===== config.mk =====
export PLATFORM = sky130hd
export DESIGN_NAME = mfmc_ctrl
export DESIGN_NICKNAME = d
export VERILOG_FILES = /design/src/sv/mfmc_pkg.sv /design/src/sv/mfmc_ctrl.sv
export SDC_FILE = /design/constraint.sdc
export NUM_CORES = 1
export LEC_CHECK = 0
export ABC_CLOCK_PERIOD_IN_PS = 1570
export CORE_MARGIN = 2
export CORE_UTILIZATION = 56
export CTS_CLUSTER_SIZE = 14
export DETAILED_ROUTE_END_ITERATION = 8
export DONT_BUFFER_PORTS = 1
export HOLD_SLACK_MARGIN = 0.03
export PLACE_DENSITY = 0.7
export SLEW_MARGIN = 20
export SYNTH_ARGS = -nofsm -noshare
export SYNTH_HDL_FRONTEND = slang
export SYNTH_SLANG_ARGS = --single-unit

===== constraint.sdc =====
create_clock -name clk -period 1.57 [get_ports clk]
set_input_delay 0.2355 -clock clk [delete_from_list [all_inputs] [get_ports clk]]
set_output_delay 0.2355 -clock clk [all_outputs]
set_load 0.02 [all_outputs]

===== src/sv/mfmc_pkg.sv =====
// ----------------------------------------------------------------------------
// mfmc_pkg
// Shared constants, state and operation codes, and the structures that pass
// between the controller and the datapath of the max-flow engine.
// ----------------------------------------------------------------------------
package mfmc_pkg;

  localparam int MAX_VERTICES = 64;
  localparam int MAX_DEGREE   = 16;

  localparam int VW   = $clog2(MAX_VERTICES);
  localparam int SW   = $clog2(MAX_DEGREE);
  localparam int EW   = VW + SW;
  localparam int CNTW = VW + 1;
  localparam int DEGW = SW + 1;
  localparam int CAPW = 32;
  localparam int FLOWW = 33;
  localparam int VALW = 40;
  localparam int CUTW = 11;
  localparam int STW  = 2;
  localparam int MODEW = 3;

  localparam logic [DEGW:0] DEG_LIMIT = (DEGW+1)'(MAX_DEGREE);

  localparam logic [MODEW-1:0] MODE_ADD   = 3'd0;
  localparam logic [MODEW-1:0] MODE_FLOW  = 3'd1;
  localparam logic [MODEW-1:0] MODE_CUT   = 3'd2;
  localparam logic [MODEW-1:0] MODE_QUERY = 3'd3;
  localparam logic [MODEW-1:0] MODE_CLEAR = 3'd4;

  localparam logic [STW-1:0] ST_OK    = 2'd0;
  localparam logic [STW-1:0] ST_RANGE = 2'd1;
  localparam logic [STW-1:0] ST_FULL  = 2'd2;

  typedef enum logic [4:0] {
    S_IDLE, S_DECODE, S_ADD_RDB, S_ADD_CHK, S_ADD_W2, S_Q_DEG, S_Q_SLOT, S_Q_CHK,
    S_FCLR, S_WALK_INIT, S_W_POP, S_W_U, S_W_DEG, S_W_SLOT, S_W_EDGE, S_AUG_RD,
    S_AUG_CHK, S_AUG_V, S_AUG_E, S_AUG_F, S_AUG_P, S_CUT_INIT, S_CUT_V, S_CUT_DG,
    S_CUT_SLOT, S_CUT_EDGE, S_EMIT, S_EMIT_CUT
  } state_t;

  typedef enum logic [4:0] {
    OP_NONE, OP_ACCEPT, OP_ERR1, OP_ERR2, OP_CLRDEG, OP_ADD_RDB, OP_ADD_W1,
    OP_ADD_W2, OP_DEG_LATCH, OP_ADJ_Q, OP_Q_CHK, OP_FCLR_INIT, OP_FCLR,
    OP_WALK_INIT, OP_POP, OP_U, OP_ADJ_U, OP_W_EDGE, OP_BN_SNK, OP_AUG_INIT,
    OP_SET_CUT, OP_AUG_E, OP_AUG_F, OP_AUG_P, OP_CUT_INIT, OP_CUT_NEXT,
    OP_CUT_DEG, OP_ADJ_C, OP_CUT_EDGE, OP_EMIT, OP_EMIT_CUT
  } op_t;

  typedef struct packed {
    op_t op;
  } cmd_t;

  typedef struct packed {
    logic [MODEW-1:0] mode;
    logic             in_range;
    logic             a_eq_b;
    logic             add_full;
    logic             sw_last;
    logic             head_eq_tail;
    logic             u_is_snk;
    logic             slot_done;
    logic             snk_reached;
    logic             aug_done;
    logic             q_match;
    logic             cv_done;
    logic             cv_vis;
    logic             ev_last;
    logic             out_free;
    logic             cut_phase;
  } stat_t;

  typedef struct packed {
    logic [STW-1:0]  status;
    logic [VALW-1:0] value;
    logic [CUTW-1:0] cut_edges;
    logic [VW-1:0]   vertex;
    logic            source_side;
    logic            last;
  } res_t;

endpackage


===== src/sv/mfmc_ctrl.sv =====
// ----------------------------------------------------------------------------
// mfmc_ctrl
// Sequencer of the max-flow engine: walks each word through edge loads,
// queries, clears, breadth-first searches, augmentations and cut counting.
// ----------------------------------------------------------------------------
module mfmc_ctrl import mfmc_pkg::*; (
  input  logic  clk,
  input  logic  rst_n,
  input  logic  in_valid,
  input  stat_t st,
  output logic  in_ready,
  output cmd_t  cmd
);

  state_t state_r, state_nxt;

  always_ff @(posedge clk) begin
    if (!rst_n) begin
      state_r <= S_IDLE;
    end else begin
      state_r <= state_nxt;
    end
  end

  always_comb begin
    state_nxt = state_r;
    cmd.op    = OP_NONE;
    in_ready  = 1'b0;
    unique case (state_r)
      S_IDLE: begin
        in_ready = rst_n;
        if (in_valid && rst_n) begin
          cmd.op    = OP_ACCEPT;
          state_nxt = S_DECODE;
        end
      end
      S_DECODE: begin
        if (st.mode <= MODE_QUERY && !st.in_range) begin
          cmd.op    = OP_ERR1;
          state_nxt = S_EMIT;
        end else if ((st.mode == MODE_FLOW || st.mode == MODE_CUT) && st.a_eq_b) begin
          cmd.op    = OP_ERR1;
          state_nxt = S_EMIT;
        end else if (st.mode == MODE_ADD) begin
          state_nxt = S_ADD_RDB;
        end else if (st.mode == MODE_FLOW || st.mode == MODE_CUT) begin
          cmd.op    = OP_FCLR_INIT;
          state_nxt = S_FCLR;
        end else if (st.mode == MODE_QUERY) begin
          state_nxt = S_Q_DEG;
        end else if (st.mode == MODE_CLEAR) begin
          cmd.op    = OP_CLRDEG;
          state_nxt = S_EMIT;
        end else begin
          state_nxt = S_EMIT;
        end
      end
      S_ADD_RDB: begin
        cmd.op    = OP_ADD_RDB;
        state_nxt = S_ADD_CHK;
      end
      S_ADD_CHK: begin
        if (st.add_full) begin
          cmd.op    = OP_ERR2;
          state_nxt = S_EMIT;
        end else begin
          cmd.op    = OP_ADD_W1;
          state_nxt = S_ADD_W2;
        end
      end
      S_ADD_W2: begin
        cmd.op    = OP_ADD_W2;
        state_nxt = S_EMIT;
      end
      S_Q_DEG: begin
        cmd.op    = OP_DEG_LATCH;
        state_nxt = S_Q_SLOT;
      end
      S_Q_SLOT: begin
        if (st.slot_done) begin
          state_nxt = S_EMIT;
        end else begin
          cmd.op    = OP_ADJ_Q;
          state_nxt = S_Q_CHK;
        end
      end
      S_Q_CHK: begin
        cmd.op    = OP_Q_CHK;
        state_nxt = st.q_match ? S_EMIT : S_Q_SLOT;
      end
      S_FCLR: begin
        cmd.op = OP_FCLR;
        if (st.sw_last) begin
          state_nxt = S_WALK_INIT;
        end
      end
      S_WALK_INIT: begin
        cmd.op    = OP_WALK_INIT;
        state_nxt = S_W_POP;
      end
      S_W_POP: begin
        if (st.head_eq_tail) begin
          state_nxt = st.cut_phase ? S_CUT_INIT : S_AUG_RD;
        end else begin
          cmd.op    = OP_POP;
          state_nxt = S_W_U;
        end
      end
      S_W_U: begin
        if (!st.cut_phase && st.u_is_snk) begin
          state_nxt = S_AUG_RD;
        end else begin
          cmd.op    = OP_U;
          state_nxt = S_W_DEG;
        end
      end
      S_W_DEG: begin
        cmd.op    = OP_DEG_LATCH;
        state_nxt = S_W_SLOT;
      end
      S_W_SLOT: begin
        if (st.slot_done) begin
          state_nxt = S_W_POP;
        end else begin
          cmd.op    = OP_ADJ_U;
          state_nxt = S_W_EDGE;
        end
      end
      S_W_EDGE: begin
        cmd.op    = OP_W_EDGE;
        state_nxt = S_W_SLOT;
      end
      S_AUG_RD: begin
        cmd.op    = OP_BN_SNK;
        state_nxt = S_AUG_CHK;
      end
      S_AUG_CHK: begin
        if (st.snk_reached) begin
          cmd.op    = OP_AUG_INIT;
          state_nxt = S_AUG_V;
        end else if (st.mode == MODE_FLOW) begin
          state_nxt = S_EMIT;
        end else begin
          cmd.op    = OP_SET_CUT;
          state_nxt = S_WALK_INIT;
        end
      end
      S_AUG_V: begin
        state_nxt = st.aug_done ? S_WALK_INIT : S_AUG_E;
      end
      S_AUG_E: begin
        cmd.op    = OP_AUG_E;
        state_nxt = S_AUG_F;
      end
      S_AUG_F: begin
        cmd.op    = OP_AUG_F;
        state_nxt = S_AUG_P;
      end
      S_AUG_P: begin
        cmd.op    = OP_AUG_P;
        state_nxt = S_AUG_V;
      end
      S_CUT_INIT: begin
        cmd.op    = OP_CUT_INIT;
        state_nxt = S_CUT_V;
      end
      S_CUT_V: begin
        if (st.cv_done) begin
          state_nxt = S_EMIT_CUT;
        end else if (!st.cv_vis) begin
          cmd.op = OP_CUT_NEXT;
        end else begin
          cmd.op    = OP_CUT_DEG;
          state_nxt = S_CUT_DG;
        end
      end
      S_CUT_DG: begin
        cmd.op    = OP_DEG_LATCH;
        state_nxt = S_CUT_SLOT;
      end
      S_CUT_SLOT: begin
        if (st.slot_done) begin
          cmd.op    = OP_CUT_NEXT;
          state_nxt = S_CUT_V;
        end else begin
          cmd.op    = OP_ADJ_C;
          state_nxt = S_CUT_EDGE;
        end
      end
      S_CUT_EDGE: begin
        cmd.op    = OP_CUT_EDGE;
        state_nxt = S_CUT_SLOT;
      end
      S_EMIT: begin
        if (st.out_free) begin
          cmd.op    = OP_EMIT;
          state_nxt = S_IDLE;
        end
      end
      S_EMIT_CUT: begin
        if (st.out_free) begin
          cmd.op = OP_EMIT_CUT;
          if (st.ev_last) begin
            state_nxt = S_IDLE;
          end
        end
      end
      default: begin
        state_nxt = S_IDLE;
      end
    endcase
  end

endmodule


# ---- Yosys cells after proc, flatten, opt, wreduce, memory -nomap -nowiden
# Cells that the tools add are included.
dict set report totals {
  wordCells 97
  output_inout_bits 6
  n_memories 0
  ramBits 0
  latchBits 0
  mem_bits_ro 0
  input_bits 21
  reg_bits 5
}
dict set report op_classes {
  n_reduce_logical 13
  addsub 0
  shift 0
  n_bitwise 0
  div_mod_pow 0
  n_lt_le_gt_ge 1
  mul 0
  mux 45
  n_eq_ne 37
}
# cell count
set ops {}
lappend ops {{$mux W5} 26}
lappend ops {{$pmux W5 S26} 1}
lappend ops {{$pmux W5 S25} 1}
lappend ops {{$eq A5 B5 Y1 const B} 12}
lappend ops {{$eq A5 B4 Y1 const B} 8}
lappend ops {{$mux W4} 8}
lappend ops {{$eq A5 B3 Y1 const B} 4}
lappend ops {{$mux W3} 4}
lappend ops {{$eq A5 B2 Y1 const B} 2}
lappend ops {{$ne A2 B2 Y1 const B} 5}
lappend ops {{$eq A3 B2 Y1 const B} 2}
lappend ops {{$mux W2} 3}
lappend ops {{$reduce_and A6 Y1} 1}
lappend ops {{$eq A5 B1 Y1 const B} 1}
lappend ops {{$logic_not A5 Y1} 1}
lappend ops {{$logic_and A1 B1 Y1} 4}
lappend ops {{$reduce_or A2 Y1} 2}
lappend ops {{$eq A3 B1 Y1 const B} 1}
lappend ops {{$eq A3 B3 Y1 const B} 1}
lappend ops {{$le A3 B2 Y1 const B} 1}
lappend ops {{$logic_not A3 Y1} 1}
lappend ops {{$ne A3 B3 Y1 const B} 1}
lappend ops {{$reduce_or A3 Y1} 1}
lappend ops {{$logic_not A1 Y1} 2}
lappend ops {{2 further kinds} 3}

# ---- Logic depth before layout (Yosys ltp)
dict set report logic_depth {
  word_depth 8
  depth_mapped 7
  depth_no_buf 5
}

# ---- Worst setup path after synthesis
# No wires, ideal clock.
dict set report synth_path {
  path_type {register -> output}
  start {reg state_r[3]}
  end {out cmd[0] (netlist name)}
  arrival_time_ns 1.528
  path_buffers 2
  setup_slack_ns -0.193
  t_required_ns 1.334
  path_stages_with_launch 8
  cell_sequence {dfxtp_1 > buf_2 > buf_2 > xor2_1 > a2bb2oi_1 > nor2_1 > nor4_1 > o211ai_1}
}
# element line_no
set synth_rtl {}
lappend synth_rtl {{start, declared} mfmc_ctrl.sv:15} ;# state_t state_r, state_nxt;
lappend synth_rtl {{start signal, assigned} mfmc_ctrl.sv:21} ;# state_r <= state_nxt;
lappend synth_rtl {{end, declared} mfmc_ctrl.sv:12} ;# output cmd_t cmd

==> metrics.md <==
| Metric | Value |
|---|---|
| Hold Crit Start | `rst_n` |
| Layout Skew | `0.00303 ns` |
| Period utilisation layout | `137%` |
| Fin. max-slew vios | `0` |
| Hold WS | `0.150 ns` |
| Minimum clock period | `2.15 ns` |
| Most common cell after layout, fill and taps aside | `buf_4` |
| Nets@finish | `256` |
| Via density | `7.90` |
| Total Power | `0.00394 W` |
| Top sig layer | `met4` |
| Hold crit path type | `in -> reg` |
| Async S/R FF share, synth | `0%` |
| Synth Area in Adders | `0.807%` |
| Gr ovfl total | `0` |
| Pre-CTS setup slack | `-0.259 ns` |
| Main combinational cell family by area after synthesis | `simple AND/OR/NAND/NOR gates` |
| Synth-to-Final Area Change | `55.7%` |
| RR Startpoint | `state_r[1]$_SDFFE_PN0P_` |
| Number of flip-flops in the largest register | `5` |
| CTS tree | `built` |
| Gr usage total | `45.6%` |
| Yosys reg bits | `5` |
| Post-synthesis simple-gate area fraction | `41.9%` |
| Routed vias | `2070` |
| CP Class | `reg -> out` |
| Status | `finished with violations` |
| R2r setup slk | `-0.31 ns` |
| PwrDens | `2040 mW/mm2` |
| Met2 routed WL | `2930 um` |
| Die height | `51.1 um` |
| Max IR drop VDD | `2.16 mV` |
| Crit Path Max Fanout | `9` |
| Startpoint types | `register` |
| Vias in the first global route | `1852` |
| Gp weighted congestion | `0.997` |
| Least-Margin Pin Slew | `0.488 ns` |
| Layout cells sized above 1 | `45.7%` |
| Net Sw Power | `0.00209 W` |
| Fillcell total | `94` |
| Endpoints failing setup | `11` |
| Largest net degree at the start of global routing | `16` |
| Buf/Inv on CP | `1` |
| Post-synthesis cell area | `0.00124 mm2` |
| Total core area | `0.00215 mm2` |
| Worst Hold Path EP | `state_r[2]$_SDFFE_PN0P_` |
| M1 WL | `2230 um` |
| Row count | `17` |
| Clock network fraction of total power | `3.9%` |
| Synthesis Warnings | `0` |
| Commonest cells after routing, fill and taps aside | `buf_4 (47), nand2_1 (12), nor2_1 (12)` |
| Clk_lat worst skew | `0.25 ns` |
| Routed wl met3 | `970 um` |
| Iter 0 DRT Violations | `258` |
| R2r endpoint | `state_r[1]$_SDFFE_PN0P_` |
| Unrepaired setup endpoints after global routing | `true` |
| Max Freq | `464 MHz` |
| Number of H-tree levels | `1` |
| Mean area per synthesized cell | `6.46 um2` |
| Clock sinks | `5` |
| Max incr delay on CP | `0.37 ns` |
| Num CTS Buffers | `3` |
| Internal power | `0.00184 W` |
| CP Capture Type | `output pin` |
| Final hold vios | `0` |
| Antenna Nets Post-Route | `0` |
| MaxCap Viol Count | `0` |
| Net Sw Frac | `53.2%` |
| DR WL/cell | `25.8 um` |
| I/O Buffers | `0` |
| Top delay family on crit path | `compound AO/OA/AOI/OAI gates` |
| Worst-path clk slew | `0.04 ns` |
| Overall routed net length | `6750 um` |
| Slew headroom | `67.3%` |
| Post-route DRC | `0` |
| Reg power frac | `8.1%` |
| Largest Register | `state_r` |
| Post-synthesis sequential area ratio | `8.07%` |
| 1st-pass router iterations | `6` |
| Worst path cell trace | `buf_4, nand2_1, o21ai_0, a21oi_1, nand4_1` |
| Mux contribution to synthesized area | `0.807%` |
| Fin util | `89.9%` |
| Die Wd | `51.1 um` |
| Top_reg_cell synth | `dfxtp_1` |
| Hold path depth | `1` |
| Number of flops mapped to enable cells by yosys | `0` |
| Synth Area in Compound Gates | `37.2%` |
| CTS root buffer | `clkbuf_4` |
| Failing checks | `negative setup slack` |
| Syn_nets | `213` |
| Worst Path Required | `1.33 ns` |
| Comb power frac | `88.1%` |
| XOR/XNOR Fraction of Synth Area | `2.12%` |
| Netlist cell types | `51` |
| Buffer levels on the longest clock path | `2` |
| Largest regs | `state_r: 5 flops` |
| Antenna violations before repair | `0` |
| CP max-delay cell | `a21oi_1` |
| Die area | `0.00261 mm2` |
| CP Data Arrival Time | `1.92 ns` |
| Post-synthesis cell count | `192` |
| Static Leak | `0.697 nW` |
| Starting Density | `57.7%` |
| Io pins | `27` |
| Ant. Diodes | `0` |
| Global-route wire length before repair | `8920 um` |
| Post-route setup slack | `-0.583 ns` |
| Dpl hpwl | `3990 um` |
| Worst Reg-to-Reg Cells | `7` |
==> cells in the mapped netlist (5+ instances only) <==
master / n / share of area, %
nor2_1: 16 / 4.8
o21ai_0: 16 / 6.5
nand2_1: 14 / 4.2
nand2b_1: 14 / 7.1
buf_2: 9 / 3.6
nor2b_1: 9 / 4.5
nor4_1: 9 / 4.5
a21oi_1: 8 / 3.2
inv_1: 7 / 2.1
nand3_1: 7 / 2.8
nor3_1: 7 / 2.8
dfxtp_1: 5 / 8.1
o211ai_1: 5 / 3.0
==> cell type report <==
type / count / area (um2) / share of cell area, %
Clock buffer: 4 / 26.3 / 1.36
Inverter: 7 / 30.0 / 1.56
Timing Repair Buffer: 54 / 440 / 22.8
Multi-Input combinational cell: 164 / 1280 / 66.4
Sequential cell: 5 / 116 / 6.03
Tap cell: 28 / 35.0 / 1.81
==> how the worst max path moves through the flow <==
stage	startpoint	endpoint	slack (ns)	depth (start not counted)
global route	state_r[0]$_SDFFE_PN0P_	cmd[1]	-0.72	5
global placement	state_r[2]$_SDFFE_PN0P_	cmd[0]	-0.24	5
CTS	state_r[1]$_SDFFE_PN0P_	cmd[0]	-0.38	5
finish	state_r[0]$_SDFFE_PN0P_	cmd[1]	-0.58	5
detailed placement	state_r[2]$_SDFFE_PN0P_	cmd[2]	-0.26	5
floorplan	state_r[4]$_SDFFE_PN0P_	cmd[0]	-0.08	6
==> timing repair <==
action	4_1_cts	5_1_grt
pin swaps	13	4
hold buffers	0	0
setup endpoints to repair	11	11
resized for setup	56	15
setup buffers	3	2
==> power by group through the flow <==
stage,Combinational (W),Sequential (W),Clock [W]
CTS,0.00298,0.000307,0.000153
global placement,0.00257,0.000272,0
detailed placement,0.00263,0.000281,0
finish,0.00347,0.000317,0.000153
global route,0.00357,0.000317,0.000156
floorplan,0.00168,0.000236,0
==> cell families after synthesis <==
kind of cell	after synthesis
buffers and inverters	23
xor gates and xnor gates	3
DFF	5
AOI/OAI and AO/OA	67
muxes	1
and+or+nand+nor	92
adders and majority gates	1
==> worst register-to-register path: stages (launching register included) <==
cell,delay (ns)
dfxtp_4,0.39
buf_6,0.19
clkinvlp_4,0.19
buf_4,0.19
a22oi_1,0.22
o32ai_1,0.13
nor4_1,0.32
o22ai_1,0.12
==> per-stage QoR <==
step	instance area [um2]	std cells	TNS [ns]
floorplan	1290	192	-0.151
global placement	1600	254	-1.69
detailed placement	1600	254	-2.06
CTS	1850	260	-2.03
global route	1930	262	-4.03
finish	1930	262	-3.42
==> metal layers <==
metal  vias up  global-route usage, %
li1        822                      -
met1       895                   53.2
met2       270                   74.2
met3        83                   10.8
met4         0                   28.8
met5         -                      0
Power figures use the tool's default switching activity.
